$ cat src/sv/bmc_pkg.sv
// ----------------------------------------------------------------------------
// bmc_pkg
// Types and constants shared by the button multi-click decoder modules.
// ----------------------------------------------------------------------------
`default_nettype none

package bmc_pkg;

  localparam int unsigned TickW  = 12;
  localparam int unsigned TallyW = 4;
  localparam int unsigned DebW   = 10;
  localparam int unsigned ModeW  = 2;
  localparam int unsigned EventW = 3;
  localparam int unsigned CfgIdxW  = 3;
  localparam int unsigned CfgDataW = 12;

  localparam int unsigned ModeCount = 3;

  typedef logic [TickW-1:0]  tick_t;
  typedef logic [TallyW-1:0] tally_t;
  typedef logic [ModeW-1:0]  mode_t;

  localparam tick_t  TickMax  = {TickW{1'b1}};
  localparam tally_t TallyMax = {TallyW{1'b1}};
  localparam mode_t  ModeLast = mode_t'(ModeCount - 1);

  // Register indexes on the configuration port.
  localparam logic [CfgIdxW-1:0] RegDebounce = 3'd0;
  localparam logic [CfgIdxW-1:0] RegWindow   = 3'd1;
  localparam logic [CfgIdxW-1:0] RegToggle   = 3'd2;
  localparam logic [CfgIdxW-1:0] RegMode     = 3'd3;
  localparam logic [CfgIdxW-1:0] RegSensors  = 3'd4;

  typedef enum logic [EventW-1:0] {
    EvNone     = 3'd0,
    EvStarted  = 3'd1,
    EvStopped  = 3'd2,
    EvRefused  = 3'd3,
    EvModeAdv  = 3'd4,
    EvIgnored  = 3'd5
  } event_e;

  typedef struct packed {
    logic [DebW-1:0] debounce_ticks;
    tick_t           click_window_ticks;
    tally_t          toggle_clicks;
    tally_t          mode_clicks;
    logic            sensors_ready;
  } cfg_t;

  typedef struct packed {
    logic   streaming_on;
    mode_t  wear_mode;
    logic   stable_level;
    event_e event_code;
    tally_t group_clicks;
  } result_t;

endpackage

`default_nettype wire

$ cat src/sv/bmc_cfg.sv
// ----------------------------------------------------------------------------
// bmc_cfg
// Configuration register file written through a plain write port.
// ----------------------------------------------------------------------------
`default_nettype none

module bmc_cfg (
  input  wire logic                          clk_i,
  input  wire logic                          rst_ni,
  input  wire logic                          cfg_we_i,
  input  wire logic [bmc_pkg::CfgIdxW-1:0]   cfg_idx_i,
  input  wire logic [bmc_pkg::CfgDataW-1:0]  cfg_wdata_i,
  output bmc_pkg::cfg_t                      cfg_o
);

  bmc_pkg::cfg_t cfg_q, cfg_d;

  always_comb begin
    cfg_d = cfg_q;
    if (cfg_we_i) begin
      case (cfg_idx_i)
        bmc_pkg::RegDebounce: cfg_d.debounce_ticks     = cfg_wdata_i[bmc_pkg::DebW-1:0];
        bmc_pkg::RegWindow:   cfg_d.click_window_ticks = cfg_wdata_i[bmc_pkg::TickW-1:0];
        bmc_pkg::RegToggle:   cfg_d.toggle_clicks      = cfg_wdata_i[bmc_pkg::TallyW-1:0];
        bmc_pkg::RegMode:     cfg_d.mode_clicks        = cfg_wdata_i[bmc_pkg::TallyW-1:0];
        bmc_pkg::RegSensors:  cfg_d.sensors_ready      = cfg_wdata_i[0];
        default: ;
      endcase
    end
  end

  always_ff @(posedge clk_i or negedge rst_ni) begin
    if (!rst_ni) begin
      cfg_q.debounce_ticks     <= 10'd50;
      cfg_q.click_window_ticks <= 12'd800;
      cfg_q.toggle_clicks      <= 4'd3;
      cfg_q.mode_clicks        <= 4'd6;
      cfg_q.sensors_ready      <= 1'b0;
    end else begin
      cfg_q <= cfg_d;
    end
  end

  assign cfg_o = cfg_q;

endmodule

`default_nettype wire

$ cat src/sv/bmc_core.sv
// ----------------------------------------------------------------------------
// bmc_core
// Debounce, click grouping and group interpretation for one tick.
// ----------------------------------------------------------------------------
`default_nettype none

module bmc_core (
  input  wire logic          clk_i,
  input  wire logic          rst_ni,
  input  wire logic          step_i,
  input  wire logic          button_raw_i,
  input  bmc_pkg::cfg_t      cfg_i,
  output bmc_pkg::result_t   res_o
);

  logic            raw_seen_q, raw_seen_d;
  logic            stable_q, stable_d;
  bmc_pkg::tick_t  since_chg_q, since_chg_d, chg_inc;
  bmc_pkg::tick_t  since_clk_q, since_clk_d, clk_inc;
  bmc_pkg::tally_t tally_q, tally_d, tally_base, tally_cnt, group;
  logic            stream_q, stream_d;
  bmc_pkg::mode_t  mode_q, mode_d;
  bmc_pkg::event_e ev;
  logic            click, expire;

  always_comb begin
    chg_inc = (since_chg_q == bmc_pkg::TickMax) ? bmc_pkg::TickMax
                                                : bmc_pkg::tick_t'(since_chg_q + 1'b1);
    clk_inc = (since_clk_q == bmc_pkg::TickMax) ? bmc_pkg::TickMax
                                                : bmc_pkg::tick_t'(since_clk_q + 1'b1);

    raw_seen_d  = button_raw_i;
    since_chg_d = (button_raw_i != raw_seen_q) ? '0 : chg_inc;
    stable_d    = (since_chg_d > {2'b00, cfg_i.debounce_ticks}) ? button_raw_i : stable_q;

    // A release edge of the debounced level is one click.
    click      = !stable_q && stable_d;
    tally_base = (clk_inc > cfg_i.click_window_ticks) ? '0 : tally_q;
    if (click) begin
      tally_cnt   = (tally_base == bmc_pkg::TallyMax) ? tally_base
                                                      : bmc_pkg::tally_t'(tally_base + 1'b1);
      since_clk_d = '0;
    end else begin
      tally_cnt   = tally_q;
      since_clk_d = clk_inc;
    end

    expire   = (tally_cnt != '0) && (since_clk_d > cfg_i.click_window_ticks);
    group    = expire ? tally_cnt : '0;
    tally_d  = expire ? '0 : tally_cnt;
    stream_d = stream_q;
    mode_d   = mode_q;
    ev       = bmc_pkg::EvNone;

    if (expire) begin
      if (tally_cnt == cfg_i.toggle_clicks) begin
        if (stream_q) begin
          stream_d = 1'b0;
          ev       = bmc_pkg::EvStopped;
        end else if (cfg_i.sensors_ready) begin
          stream_d = 1'b1;
          ev       = bmc_pkg::EvStarted;
        end else begin
          ev = bmc_pkg::EvRefused;
        end
      end else if (tally_cnt >= cfg_i.mode_clicks) begin
        mode_d = (mode_q >= bmc_pkg::ModeLast) ? '0 : bmc_pkg::mode_t'(mode_q + 1'b1);
        ev     = bmc_pkg::EvModeAdv;
      end else begin
        ev = bmc_pkg::EvIgnored;
      end
    end

    res_o.streaming_on = stream_d;
    res_o.wear_mode    = mode_d;
    res_o.stable_level = stable_d;
    res_o.event_code   = ev;
    res_o.group_clicks = group;
  end

  always_ff @(posedge clk_i or negedge rst_ni) begin
    if (!rst_ni) begin
      raw_seen_q  <= 1'b1;
      stable_q    <= 1'b1;
      since_chg_q <= bmc_pkg::TickMax;
      since_clk_q <= bmc_pkg::TickMax;
      tally_q     <= '0;
      stream_q    <= 1'b0;
      mode_q      <= '0;
    end else if (step_i) begin
      raw_seen_q  <= raw_seen_d;
      stable_q    <= stable_d;
      since_chg_q <= since_chg_d;
      since_clk_q <= since_clk_d;
      tally_q     <= tally_d;
      stream_q    <= stream_d;
      mode_q      <= mode_d;
    end
  end

endmodule

`default_nettype wire

$ cat src/sv/button_multi_click_decoder.sv
// ----------------------------------------------------------------------------
// button_multi_click_decoder
// Debounces an active-low button sampled once per millisecond tick and
// decodes groups of clicks into streaming and mode commands.
// ----------------------------------------------------------------------------
// Each request carries one tick of the raw button level and produces exactly
// one result request. The block takes one request per clock cycle unless
// stalled; it goes into the input register and then the result register, with
// the tick's whole update done by the logic between them. A result waiting in
// the result register does not block intake while the input register can
// still move forward, and a stalled result holds its payload. The debounced
// level follows the raw level once the raw level has stayed unchanged for
// more than debounce_ticks ticks; each release of the debounced level counts
// as one click. When more than click_window_ticks ticks pass after the last
// click of a group, the group is acted on: exactly toggle_clicks clicks flip
// streaming (turning it on is refused while sensors_ready is 0), otherwise
// mode_clicks or more clicks advance the mode through three values, and any
// other count is reported as ignored. Tick counters saturate at 4095 and the
// click count at 15. Configuration registers must only be written while no
// request is in flight.
// ----------------------------------------------------------------------------
`default_nettype none

module button_multi_click_decoder (
  input  wire logic                          clk_i,
  input  wire logic                          rst_ni,
  // Configuration write port.
  input  wire logic                          cfg_we_i,
  input  wire logic [bmc_pkg::CfgIdxW-1:0]   cfg_idx_i,
  input  wire logic [bmc_pkg::CfgDataW-1:0]  cfg_wdata_i,
  // Tick input channel.
  input  wire logic                          in_valid_i,
  output      logic                          in_stall_o,
  input  wire logic                          button_raw_i,
  // Result channel.
  output      logic                          out_valid_o,
  input  wire logic                          out_stall_i,
  output      logic                          streaming_on_o,
  output      logic [1:0]                    wear_mode_o,
  output      logic                          stable_level_o,
  output      logic [2:0]                    event_code_o,
  output      logic [3:0]                    group_clicks_o
);

  bmc_pkg::cfg_t    cfg;
  bmc_pkg::result_t res;

  // Input register.
  logic in_valid_q, in_valid_d;
  logic raw_q;

  // Result register.
  logic             out_valid_q, out_valid_d;
  bmc_pkg::result_t out_q;

  logic out_ready, in_ready, in_take, advance;

  // The result register can load when it is empty or being drained this
  // cycle; the input register can load when it is empty or moving forward.
  assign out_ready = !out_valid_q || !out_stall_i;
  assign advance   = in_valid_q && out_ready;
  assign in_ready  = !in_valid_q || out_ready;
  assign in_take   = in_valid_i && in_ready;

  assign in_stall_o = !in_ready;

  always_comb begin
    if (in_take) begin
      in_valid_d = 1'b1;
    end else if (advance) begin
      in_valid_d = 1'b0;
    end else begin
      in_valid_d = in_valid_q;
    end

    if (out_ready) begin
      out_valid_d = advance;
    end else begin
      out_valid_d = out_valid_q;
    end
  end

  always_ff @(posedge clk_i or negedge rst_ni) begin
    if (!rst_ni) begin
      in_valid_q  <= 1'b0;
      out_valid_q <= 1'b0;
    end else begin
      in_valid_q  <= in_valid_d;
      out_valid_q <= out_valid_d;
    end
  end

  // Payload registers carry no reset.
  always_ff @(posedge clk_i) begin
    if (in_take) begin
      raw_q <= button_raw_i;
    end
    if (advance) begin
      out_q <= res;
    end
  end

  bmc_cfg u_cfg (
    .clk_i       (clk_i),
    .rst_ni      (rst_ni),
    .cfg_we_i    (cfg_we_i),
    .cfg_idx_i   (cfg_idx_i),
    .cfg_wdata_i (cfg_wdata_i),
    .cfg_o       (cfg)
  );

  // The tick state advances exactly when a tick moves into the result register.
  bmc_core u_core (
    .clk_i        (clk_i),
    .rst_ni       (rst_ni),
    .step_i       (advance),
    .button_raw_i (raw_q),
    .cfg_i        (cfg),
    .res_o        (res)
  );

  assign out_valid_o    = out_valid_q;
  assign streaming_on_o = out_q.streaming_on;
  assign wear_mode_o    = out_q.wear_mode;
  assign stable_level_o = out_q.stable_level;
  assign event_code_o   = out_q.event_code;
  assign group_clicks_o = out_q.group_clicks;

endmodule

`default_nettype wire

$ cat config.mk
export PLATFORM = sky130hd
export DESIGN_NAME = button_multi_click_decoder
export DESIGN_NICKNAME = d
export VERILOG_FILES = /design/src/sv/bmc_pkg.sv /design/src/sv/bmc_cfg.sv /design/src/sv/bmc_core.sv /design/src/sv/button_multi_click_decoder.sv
export SDC_FILE = /design/constraint.sdc
export NUM_CORES = 1
export LEC_CHECK = 0
export BUFFER_PORTS_ARGS = -buffer_cell sky130_fd_sc_hd__buf_2
export CELL_PAD_IN_SITES_DETAIL_PLACEMENT = 0
export CELL_PAD_IN_SITES_GLOBAL_PLACEMENT = 1
export CORE_UTILIZATION = 43
export DETAILED_ROUTE_END_ITERATION = 6
export MAX_ROUTING_LAYER = met4
export PLACE_DENSITY = 0.83
export SETUP_SLACK_MARGIN = 0.5
export SYNTH_ARGS = -nofsm -noshare
export SYNTH_HDL_FRONTEND = slang
export SYNTH_SLANG_ARGS = --single-unit
$ cat constraint.sdc
create_clock -name clk_i -period 5.1 [get_ports clk_i]
set_input_delay 0 -clock clk_i [delete_from_list [all_inputs] [get_ports clk_i]]
set_output_delay 0 -clock clk_i [all_outputs]
set_load 0.05 [all_outputs]
# == Yosys cells after proc, flatten, opt, wreduce, memory -nomap -nowiden ==
# Cells that the tools add are included.
# word_totals
regBits,78
inputBits,21
out_inout_bits,13
# classes
addsub,4
magnitude_cmp,5
n_eq_ne,9
n_mux,23
reduce_logical,19
# op_table
op,count
two-way mux 12 bit,4
adder 12 x 1 -> 12 bit (second input constant),2
== test 12 bit (second input constant),2
greater-than comparator 12 bit,2
two-way mux 4 bit,4
greater-than comparator 12 x 10 -> 1 bit,1
two-way mux 2 bit,5
AND reduction 2 bit,5
two-way mux 1 bit,8
== test 3 x 2 -> 1 bit (second input constant),2
two-way mux 3 bit,2
logical NOT 1 bit,5
adder 4 x 1 -> 4 bit (second input constant),1
== test 4 bit,1
== test 4 bit (second input constant),1
greater-or-equal comparator 4 bit,1
logical AND 1 bit,4
nonzero test 4 bit,1
== test 3 x 1 -> 1 bit (second input constant),1
== test 3 bit (second input constant),1
logical NOT 3 bit,1
adder 2 x 1 -> 2 bit (second input constant),1
greater-or-equal comparator 2 bit (second input constant),1
logical OR 1 bit,2
2 further kinds,2

# == Longest topological paths before layout ==
# depth
ltp_word,11
ltp_mapped,26

# == Hierarchy ==
# A second synthesis with hierarchy kept.
# unflattened
cells_unflattened,441
area_unflattened_um2,4890.9
# by_module_without_submodules
module,n_inst,cells_per_inst,area_per_inst_um2
bmc_core,1,352,3179.3
bmc_cfg,1,69,1258.7
button_multi_click_decoder,1,20,452.9

# == Least setup slack after synthesis ==
# No wires, ideal clock.
# synth_timing
path_type,register -> register
from,register u_core.since_chg_q[0]
to,"register out_q (netlist bit wear_mode_o[0]), data pin"
setup_time_ns,0.262
t_arrival_ns,4.968
required_time_ns,4.838
setup_slack_ns,-0.130
stages_incl_launch_ff,25
path_buffers,3
path_cell_list,dfstp_2 ha_1 and3_1 buf_6 and2_2 nand3_1 a21oi_1 ha_1 a211o_1 a21oi_1 o21ai_1 o21ai_1 a21o_1 buf_6 clkbuf_1 and2_1 ha_1 a21o_1 a21o_1 a21oi_1 o21ai_0 o22ai_1 nand2b_1 nor3_2 mux2_1
# synth_rtl
item,line,rtl
from (decl),bmc_core.sv:18,"bmc_pkg::tick_t since_chg_q, since_chg_d, chg_inc;"
from (signal assigned),bmc_core.sv:85,since_chg_q <= bmc_pkg::TickMax;
from (signal assigned),bmc_core.sv:93,since_chg_q <= since_chg_d;
to (signal assigned),button_multi_click_decoder.sv:99,out_q <= res;
to (decl),button_multi_click_decoder.sv:54,bmc_pkg::result_t out_q;

# == Final worst setup path ==
# layout_timing
from,register u_core.since_clk_q[4]
to,register u_core.mode_q[0]
# layout_via
elab_chain_cells,11
elab_cells_between_ends,18
cone_classes,add/sub: 2; order compare: 3; eq/ne: 3; mux: 8; reduce/logical: 2
# layout_rtl
item,line,rtl
from (decl),bmc_core.sv:19,"bmc_pkg::tick_t since_clk_q, since_clk_d, clk_inc;"
from (signal assigned),bmc_core.sv:86,since_clk_q <= bmc_pkg::TickMax;
from (signal assigned),bmc_core.sv:94,since_clk_q <= since_clk_d;
adder 12 x 1 -> 12 bit or == test 12 bit (tied branches),"bmc_core.sv:30, bmc_core.sv:29",
two-way mux 12 bit (*),bmc_core.sv:29,clk_inc = (since_clk_q == bmc_pkg::TickMax) ? bmc_pkg::TickMax
greater-than comparator 12 bit (*),bmc_core.sv:38,tally_base = (clk_inc > cfg_i.click_window_ticks) ? '0 : tally_q;
two-way mux 4 bit (*),bmc_core.sv:38,
adder 4 x 1 -> 4 bit or == test 4 bit (tied branches),"bmc_core.sv:41, bmc_core.sv:40",
two-way mux 4 bit (*),bmc_core.sv:40,tally_cnt = (tally_base == bmc_pkg::TallyMax) ? tally_base
two-way mux 4 bit (*),bmc_core.sv:39,if (click) begin
via u_core.tally_cnt[1],bmc_core.sv:20,"bmc_pkg::tally_t tally_q, tally_d, tally_base, tally_cnt, group;"
greater-or-equal comparator 4 bit,bmc_core.sv:66,end else if (tally_cnt >= cfg_i.mode_clicks) begin
two-way mux 2 bit,bmc_core.sv:66,
two-way mux 2 bit,bmc_core.sv:56,if (tally_cnt == cfg_i.toggle_clicks) begin
two-way mux 2 bit (*),bmc_core.sv:55,if (expire) begin
to (signal assigned),bmc_core.sv:97,mode_q <= mode_d;
to (decl),bmc_core.sv:22,"bmc_pkg::mode_t mode_q, mode_d;"
# Mark *: on every way through the listed nets, which the timed path passes. The rest lies on a longest branch.
# A chain may end at the register's enable or synchronous reset.

==> impl_results.md <==
* CP Class: flip-flop to flip-flop
* Final max-slew violation count at 0
* # port buffers at 33
* RD Place Congestion at 0.867
* Worst setup EP type: flip-flop
* Core ar. at 11000 sq um
* Vias at between 4000 and 5000
* Fin. Hold Viols at 0
* DP HPWL at 8.24 mm
* Residual DRC at 0
* Post-layout minimum cycle time at 5.14 ns
* Delay-heaviest family, CP: simple AND/OR/NAND/NOR gates
* Asr flop ratio synth at 84.6%
* Outcome: complete, but fails checks
* Worst Path Required at 5.34 ns
* Syn Std Cell Area at a little under 5000 sq um
* CTS tree: yes
* Number of routed nets with antenna violations at 0
* Antenna cells at 0
* Routed vias/inst at between 5 and 6
* Die W at 109 um
* Largest net degree at the start of global routing at 67
* IO Pins at 34
* Yosys top cell by area: dfstp_2
* Fin crit share at 101%
* Critical path's slowest cell: dfstp_2
* YS warnings at 0
* RSZ-0062 raised after global routing: yes
* Starting Density at 44.5%
* Worst-path maximum fanout at 5
* Chip height at 109 um
* Cell Chain, Critical Path: and3_4 -> and2_4 -> nand4_1 -> nor4_1 -> nor2_1 -> ha_1 -> nand2_2 -> o21ai_4 -> a2111oi_4 -> a21o_1 -> and2_4 -> ha_4 -> nand3_4 -> inv_2 -> a221oi_4 -> mux2i_1 -> inv_1 -> ha_4 -> a21o_1 -> a21o_1 -> a21oi_4 -> buf_6 -> nor4_4 -> mux2_4
* Layout Nets at roughly 660
* Power Total at 0.00252 W
* Number of H-tree levels at 3
* CTS Root Cell: clkbuf_16
* Post-synth EDFFs at 12
* Synth Net Count at between 500 and 600
* Worst skew pair latency at roughly 0.35 ns
* Num rows at 38
* Filler instances at 929
* Hold_ws at 0.0784 ns
* Crit path buffers/inverters at 3
* Clock-pin slew of the registers on the worst-case setup and hold paths at 0.07 ns
* Number of CTS-inserted buffers at 9
* First-pass GRT wire length at 19.0 mm
* Total gr overflow at 0
* Worst EP arrival at between 5 and 6 ns
* Leakage at 2.77 nW
* Max cap viols at 0
* Clock skew at 0.0123 ns
* Vias in the first global route at 3875
* Yosys top cell area share at 19.3%
* Post-synth top flop: dfstp_2
* Final WL at between 10 and 15 mm
* Final setup fails at 2
* Power per standard cell area at 403 nW/um^2
* Top cell by count, worst path: a21o_1
* Crit start category: flip-flop
* Setup tns final at -0.0646 ns
* Syn avg cell area at 9.75 sq um
* Dpl cell area at between 5000 and 6000 sq um
* DR WL/cell at between 15 and 20 um
* Clock buffer depth at 2
* Worst VDD drop at 0.000214 V
* Post-route cell area at 6270 sq um
* TritonCTS Sinks at 78
* Failing checks: negative setup slack
* Pre-antenna DRT Iters at 4
* Register area share after synthesis at 42.0%
* Die area at 11800 sq um
* Max incr delay on CP at 0.54 ns
* Worst hold path type: input port to flip-flop
* Worst setup margin at -0.0357 ns
* Layout cells sized above 1 at 36.1%
* Register bit total from synthesis at 78
* Syn Inst Count at 502
* Synth cell types at 59
* Total GRT Usage at 22.1%
* Layout area overhead at 28.1%
* Slew margin rel. at 40.7%
* Top cells by area, synth: dfstp_2, dfrtp_1, ha_1
* Max Clock Freq at approximately 200 MHz
* Starting DRC count in detailed routing at 165
* Worst-Margin Slew at roughly 0.89 ns
* Initial antenna violation count at 0
placed cells by master, fill, tap and decap left out, drive strengths merged, types with 4 or more instances in the layout:
master / Yosys / layout
xor2: 8 / 8
nand2: 58 / 58
nor2b: 9 / 9
xnor2: 6 / 6
and3: 7 / 7
and2: 17 / 17
edfxtp: 12 / 12
mux2: 33 / 33
and4: 4 / 4
a21o: 10 / 11
nand3: 17 / 18
ha: 41 / 41
dfrtp: 30 / 30
buf: 3 / 76
nor2: 30 / 30
nand2b: 7 / 7
a31oi: 5 / 5
o22ai: 7 / 7
nand4: 11 / 11
clkbuf: 11 / 10
inv: 38 / 40
o21ai: 40 / 40
dlygate4sd3: 0 / 17
dfstp: 36 / 36
a21oi: 27 / 27
tightest hold or removal path, cell delays in order:
cell and delay, ns:
buf_2 0.10, nand3_1 0.12, mux2_2 0.17
flip-flops by register name, summed over array words and instances (netlist names):
signal	cells
u_cfg.cfg_o	31
u_core.since_chg_q	12
u_core.since_clk_q	12
group_clicks_o	4
u_core.tally_q	4
event_code_o	3
u_core.mode_q	2
wear_mode_o	2
in_valid_q	1
out_valid_o	1
raw_q	1
stable_level_o	1
streaming_on_o	1
u_core.raw_seen_q	1
u_core.stable_q	1
u_core.stream_q	1
repair_timing:
item,4_1_cts,5_1_grt
gates cloned,0,2
endpoints found under the setup margin,9,17
pin swaps,25,22
endpoints found under the hold margin,64,0
setup buffers,16,5
gates resized for setup,21,30
hold buffers,17,0
metrics by stage:
step	util (%)	std cells	setup slack (ns)
after CTS	55.4	732	0.0212
after global routing	57.1	739	-0.259
after global placement	48.9	683	-0.0213
after floorplan	-	502	0.0987
final	57.1	739	-0.0357
after detailed placement	48.9	683	-0.169
power by group:
group	leakage, nW	switching (W)	internal, W	total, W
Sequential	0.857	0.0000831	0.000791	0.000874
Clock	0.156	0.000279	0.000416	0.000694
Combinational	1.76	0.000517	0.000440	0.000957
per-layer routing:
metal	GRT usage, %	vias up	wire length (um)
li1	-	1977	-
met1	28.6	1955	5630
met2	34.6	78	5730
met3	3.41	17	375
met4	9.07	0	202
met5	-	-	0
worst paths after layout:
path	start	end	slack, ns	cells past startpoint
min	cfg_idx_i[2]	u_cfg.cfg_o[0]	0.08	3
max	u_core.since_clk_q[4]	u_core.mode_q[0]	-0.04	24
min in group asynchronous	rst_ni	u_cfg.cfg_o[15]	0.38	3
max reg2reg	u_core.since_clk_q[4]	u_core.mode_q[0]	-0.04	24
max in group asynchronous	rst_ni	u_cfg.cfg_o[4]	4.19	3
min reg2reg	u_core.since_chg_q[10]	u_core.since_chg_q[10]	0.49	2
synthesized netlist by cell type, types with 4 or more instances:
library cell  instances
dfstp_2              36
edfxtp_1             12
a21o_1               10
xnor2_1               6
o21ai_1               5
and3_1                7
inv_1                38
clkbuf_1             11
nand2_1              58
nor2b_1               9
o22ai_1               7
ha_1                 41
dfrtp_1              30
nand3_1              17
and2_1               16
o21ai_0              35
nand4_1              11
nand2b_1              7
a21oi_1              27
mux2_2               29
xor2_1                7
nor2_1               29
a31oi_1               5
mux2_1                4
area by class of cell:
type | count | area (sq um) | area share (%)
Multi-Input combinational cell | 374 | 2900 | 46.2
Inverter | 38 | 143 | 2.28
Clock buffer | 10 | 250 | 3.99
Sequential cell | 78 | 2060 | 32.8
Tap cell | 140 | 175 | 2.79
Timing Repair Buffer | 93 | 673 | 10.7
Clock inverter | 6 | 75.1 | 1.20
cells by family after synthesis:
kind of cell | count (synthesis) | share of synthesized area (%)
simple gates | 172 | 18.1
compound gates | 109 | 14.2
flops | 78 | 42.0
buf+inv | 52 | 4.30
fa+ha+maj | 41 | 10.5
mux | 36 | 8.21
xor+xnor | 14 | 2.66
Power figures use the tool's default switching activity.
